`src/rtl/csfu_pkg.sv`:
```
// ----------------------------------------------------------------------------
// csfu_pkg
// Shared types and constants of the closest-string fitness updater.
// ----------------------------------------------------------------------------
package csfu_pkg;

  // fixed field widths
  localparam int unsigned REQ_W      = 2;
  localparam int unsigned REF_W      = 4;
  localparam int unsigned POS_W      = 8;
  localparam int unsigned SYM_W      = 8;
  localparam int unsigned MAX_DIST_W = 9;

  // request type codes on the input channel
  localparam logic [REQ_W-1:0] REQ_LOAD  = 2'd0;
  localparam logic [REQ_W-1:0] REQ_BEGIN = 2'd1;
  localparam logic [REQ_W-1:0] REQ_SET   = 2'd2;

  // classified operation handed from front to back
  typedef enum logic [1:0] {
    OP_NONE,
    OP_LOAD,
    OP_BEGIN,
    OP_SET
  } op_e;

  typedef struct packed {
    op_e              op;
    logic [REF_W-1:0] ref_idx;
    logic [POS_W-1:0] pos;
    logic [SYM_W-1:0] sym;
  } item_t;

endpackage

```
`src/rtl/csfu_front.sv`:
```
// ----------------------------------------------------------------------------
// csfu_front
// Accepts items, classifies them and buffers them in a two-entry queue.
// ----------------------------------------------------------------------------
module csfu_front import csfu_pkg::*; #(
  parameter int unsigned REFS   = 16,
  parameter int unsigned LENGTH = 256
) (
  input  logic             clk_i,
  input  logic             rst_ni,
  input  logic             in_valid_i,
  output logic             in_stall_o,
  input  logic [REQ_W-1:0] req_type_i,
  input  logic [REF_W-1:0] ref_index_i,
  input  logic [POS_W-1:0] position_i,
  input  logic [SYM_W-1:0] symbol_i,
  output logic             q_valid_o,
  output item_t            q_item_o,
  input  logic             q_pop_i
);

  op_e        op;
  item_t      slot_q [2];
  logic       wr_q, rd_q;
  logic [1:0] cnt_q;
  logic       push, pos_ok, ref_ok;

  assign pos_ok = 32'(position_i) < LENGTH;
  assign ref_ok = 32'(ref_index_i) < REFS;

  always_comb begin
    unique case (req_type_i)
      REQ_LOAD:  op = (pos_ok && ref_ok) ? OP_LOAD : OP_NONE;
      REQ_BEGIN: op = OP_BEGIN;
      REQ_SET:   op = pos_ok ? OP_SET : OP_NONE;
      default:   op = OP_NONE;
    endcase
  end

  assign in_stall_o = cnt_q == 2'd2;
  assign push       = in_valid_i && !in_stall_o;
  assign q_valid_o  = cnt_q != 2'd0;
  assign q_item_o   = slot_q[rd_q];

  always_ff @(posedge clk_i) begin
    if (push) begin
      slot_q[wr_q] <= '{op: op, ref_idx: ref_index_i, pos: position_i, sym: symbol_i};
    end
  end

  always_ff @(posedge clk_i or negedge rst_ni) begin
    if (!rst_ni) begin
      wr_q  <= 1'b0;
      rd_q  <= 1'b0;
      cnt_q <= 2'd0;
    end else begin
      if (push) wr_q <= !wr_q;
      if (q_pop_i) rd_q <= !rd_q;
      cnt_q <= cnt_q + {1'b0, push} - {1'b0, q_pop_i};
    end
  end

  a_fill_count : assert property (@(posedge clk_i) disable iff (!rst_ni)
    push && !q_pop_i |=> cnt_q == $past(cnt_q) + 2'd1)
    else $error("queue fill count missed a push");

endmodule

```
`config.mk`:
```
export PLATFORM = sky130hd
export DESIGN_NAME = csfu_front
export DESIGN_NICKNAME = d
export VERILOG_FILES = /design/src/rtl/csfu_pkg.sv /design/src/rtl/csfu_front.sv
export SDC_FILE = /design/constraint.sdc
export NUM_CORES = 1
export LEC_CHECK = 0
export ABC_AREA = 1
export BUFFER_PORTS_ARGS = -buffer_cell sky130_fd_sc_hd__buf_2
export CORE_MARGIN = 3
export CORE_UTILIZATION = 40
export DETAILED_ROUTE_END_ITERATION = 8
export PLACE_DENSITY = 0.59
export REMOVE_ABC_BUFFERS = 1
export SYNTH_ARGS = -nofsm -noshare
export SYNTH_HDL_FRONTEND = slang
export SYNTH_SLANG_ARGS = --single-unit
```
`constraint.sdc`:
```
create_clock -name clk_i -period 3.2 [get_ports clk_i]
set_input_delay 0.16 -clock clk_i [delete_from_list [all_inputs] [get_ports clk_i]]
set_output_delay 0.16 -clock clk_i [all_outputs]
set_load 0.02 [all_outputs]
```
Word-level counts from Yosys, hierarchy flattened
Memory sizes are Yosys's and may differ from the RTL's.
Index checks and enable logic that the tools add are counted.

word-level totals
  register bits after elaboration = 4
  memory bits (writable) = 44
  bits of input ports = 26
  output and inout port bits = 24
  logic and storage cells = 18
  memories = 1

memory list
  memory  words  bits a word  read ports  clocked after Yosys merged registers in  write ports  RTL line          source
  slot_q  2      22           1           0                                        1            csfu_front.sv:23  item_t slot_q [2];

operators by class
  $add $sub $neg = 2
  equal/unequal tests = 3
  mux-type cells = 3
  reduce and logical (&&, ||, !) cells = 6

operator list
  cell                                                                   count
  2-bit one-hot mux with 3 select lines                                  1
  2-bit equality test, second input constant                             2
  1-bit logical NOT                                                      3
  2-bit by 1-bit adder with 2-bit output                                 1
  2-bit by 1-bit equality test with 1-bit output, second input constant  1
  2-bit logical NOT                                                      1
  1-bit two-way mux                                                      2
  2-bit nonzero test                                                     1
  2-bit by 1-bit subtractor with 2-bit output                            1
  1-bit logical AND                                                      1

Longest topological paths before layout
  word-level depth = 5
  depth in mapped cells = 9

Worst setup path before layout
Ideal clock, no wire load.

  path type = register to register
  start point = reg cnt_q[1]
  end point = mem slot_q[1][0] (netlist bit) (enable)
  arrival time = 1.499 ns
  setup slack = 1.301 ns
  stages on the path, launching flop included = 4
  clock period less this slack = 1.899 ns
  cells stage by stage = dfrtp_1 nand2_1 nand2_1 nor2_1

between the ends
  cells in the longest elaborated chain, start to end = 5

RTL lines
  element                                  RTL line          source
  start: declaration                       csfu_front.sv:25  logic [1:0] cnt_q;
  start signal: assignment                 csfu_front.sv:59  cnt_q <= cnt_q + {1'b0, push} - {1'b0, q_pop_i};
  2-bit equality test                      csfu_front.sv:40  assign in_stall_o = cnt_q == 2'd2;
  1-bit logical NOT                        csfu_front.sv:41  assign push = in_valid_i && !in_stall_o;
  1-bit logical AND                        csfu_front.sv:41
  1-bit two-way mux                        csfu_front.sv:46  if (push) begin
  1-bit two-way mux (implied by the code)  csfu_front.sv:47  slot_q[wr_q] <= '{op: op, ref_idx: ref_index_i, pos: position_i, sym: symbol_i};
  end: declaration                         csfu_front.sv:23

Every way passes these cells.

==> results.py <==
metrics = {
    "timing": {
        "worstMarginPinSlew_ps": 957,
        "finalHoldViolCount": 0,
        "skew_ps": 6.73,
        "drv_slew": 0,
        "max_clock_freq_ghz": 0.521,
        "final.period_utilization_pct": 60.0,
        "fin_crit_ps": 1920,
        "finalSetupTns_ps": 0,
        "setup_violations": 0,
        "rsz0062_at_grt": "no",
        "max-slew-margin-rel_pct": 36.2,
    },
    "global_route": {
        "grt_first_pass_wirelength_mm": 5.40,
        "globalRouteOverflowTotal": 0,
        "grt_pass1_vias": 1218,
        "grt_max_degree": 46,
        "grt_util_all_layers_pct": 11.9,
        "antenna_found_initial": 0,
    },
    "yosys": {
        "syn_inst": 148,
        "syn_avg_cell_area_sq_um": 13.5,
        "synth_compound_area_share_pct": 9.05,
        "synth-seq-area-share_pct": 70.9,
        "synth_warnings": 0,
        "synthMuxAreaShare_pct": 0,
        "ys_types": 15,
        "synth_fa_ha_area_share_pct": 2.50,
        "synth_top_family_by_area": "buffers and inverters",
        "synthSimpleGateAreaFrac_pct": 7.24,
        "syn_area_sq_mm": 0.00200,
        "synthXorXnorAreaFrac_pct": 0.437,
        "ys_ff_latch": 48,
    },
    "clock_network": {
        "clock_sinks": 48,
        "clk_pin_slew_ps": 90,
        "numCtsBuffers": 5,
        "clockBufferDepth": 2,
        "htree_num_levels": 2,
        "cts_root_buf": "clkbuf_8",
        "clk_latency_ps": 300,
        "ctsResizeCount": 0,
        "cts_tree": "done",
        "cts_setup_buffers": 0,
        "holdBufCountCts": 1,
    },
    "floorplanning": {
        "die_y_um": 76.8,
        "die_w_um": 76.8,
        "start_util_pct": 41.9,
        "fp.coreArea_sq_mm": 0.00479,
        "dieArea_sq_mm": 0.00590,
        "num_rows": 25,
        "pin_count": 50,
    },
    "finish": {
        "final_cell_mix": "49 x buf_2, 44 x edfxtp_1, 32 x inv_1",
        "layout.cells.most_common": "buf_2",
        "final_nets": 231,
        "antenna_cells": 0,
        "drive_above_1_share_pct": 40.6,
        "fill_cells": 436,
        "syn2layout_area_growth_pct": 21.5,
    },
    "worst_setup_path": {
        "end_kind": "output pin",
        "startpoint_type": "flip-flop",
        "r2r_slack_ps": 1520,
        "critPathMaxFanout": 45,
        "criticalPathCategory": "flip-flop to output pin",
        "critical_path_arrival_ps": 1760,
        "required_ps": 3040,
    },
    "power_and_ir_drop": {
        "power.total_w": 0.00233,
        "p_leak_nw": 1.09,
        "vdd_drop_max_mv": 0.845,
        "p_per_area_mw_per_mm2": 955,
    },
    "placed_design": {
        "portBuffers": 49,
        "place_congestion": 0.643,
        "dp_hpwl_mm": 2.25,
    },
    "detailed_routing": {
        "avgViaCountPerCell": 4.43,
        "wl_per_cell_um": 12.1,
        "ant_nets": 0,
        "drt-pass1-iter-count": 4,
        "vias": 1191,
        "finalWirelength_mm": 3.27,
        "post-route-drc-count": 0,
        "drt_iter0_drc": 48,
    },
    "worst_hold_path": {
        "min_path_type": "input port to flip-flop",
    },
    "outcome": {
        "status": "complete, no violations",
    },
    "run": {
        "maxCapViolations": 0,
    },
}
cells in the mapped netlist:
library cell,number,area [sq um]
nand3_1,2,10.0
nand2_1,30,113
nor2_1,1,3.75
inv_1,32,120
ha_1,4,50.1
o21ai_0,3,15.0
buf_8,1,15.0
or2_2,1,6.26
o21ai_2,19,166
buf_6,2,22.5
nand2_2,2,12.5
dfrtp_1,4,100
xor2_1,1,8.76
buf_12,2,40.0
edfxtp_1,44,1320
layout make-up:
class	instances	area (sq um)	share of cell area (%)
timing repair buffer	51	263	10.8
clock inverter	3	90.1	3.70
multi-input combinational	63	388	15.9
sequential	48	1420	58.4
inverter	32	120	4.93
clock buffer	5	68.8	2.82
tap	67	83.8	3.44
path summary, 6_finish.rpt:
check	from	endpoint	cells past startpoint
worst max-delay path	rd_q	q_item_o[2]	3
worst min-delay path	ref_index_i[2]	slot_q[1][18]	1
worst max register to register	cnt_q[1]	slot_q[0][20]	3
worst min register to register	wr_q	wr_q	2
max in group asynchronous	rst_ni	rd_q	2
min in group asynchronous	rst_ni	cnt_q[0]	2
per-stage QoR:
step | area, sq um | hold slack (ps) | instances | utilization (%) | setup WS [ps]
after detailed placement | 2270 | -30.6 | 260 | 47.4 | 1480
final | 2440 | 43.5 | 269 | 50.9 | 1280
after global routing | 2440 | 24.3 | 269 | 50.9 | 1090
after CTS | 2440 | 30.6 | 269 | 50.9 | 1220
after floorplan | 1930 | -136 | 143 | - | 1230
after global placement | 2270 | -32.2 | 260 | 47.4 | 1570
kinds of logic after synthesis:
| family | count (synthesis) |
|---|---|
| fa+ha+maj | 4 |
| buf+inv | 37 |
| xor+xnor | 1 |
| compound gates | 22 |
| simple gates | 36 |
| flops | 48 |
worst max-delay path, cell delays in order (launching register included):
cell     delay, ps
dfrtp_2       1000
nand2_1        150
o21ai_2        110
buf_2          190
flip-flops by register name (all words and copies together), names as in the netlist:
signal / flops
cnt_q: 2
rd_q: 1
slot_q: 44
wr_q: 1
power breakdown:
group | total, W | switching (W) | internal (W)
clock network | 0.000584 | 0.000194 | 0.000390
logic | 0.000739 | 0.000486 | 0.000253
registers | 0.00100 | 0.000142 | 0.000861
layer usage:
layer  share of wire (%)  GRT usage, %  vias up
li1                    -             -      591
met1                  42          12.9      554
met2                  50          21.3       40
met3                 6.6          4.46        6
met4                 1.2          3.80        0
met5                   0             0        -
Power figures use the tool's default switching activity.
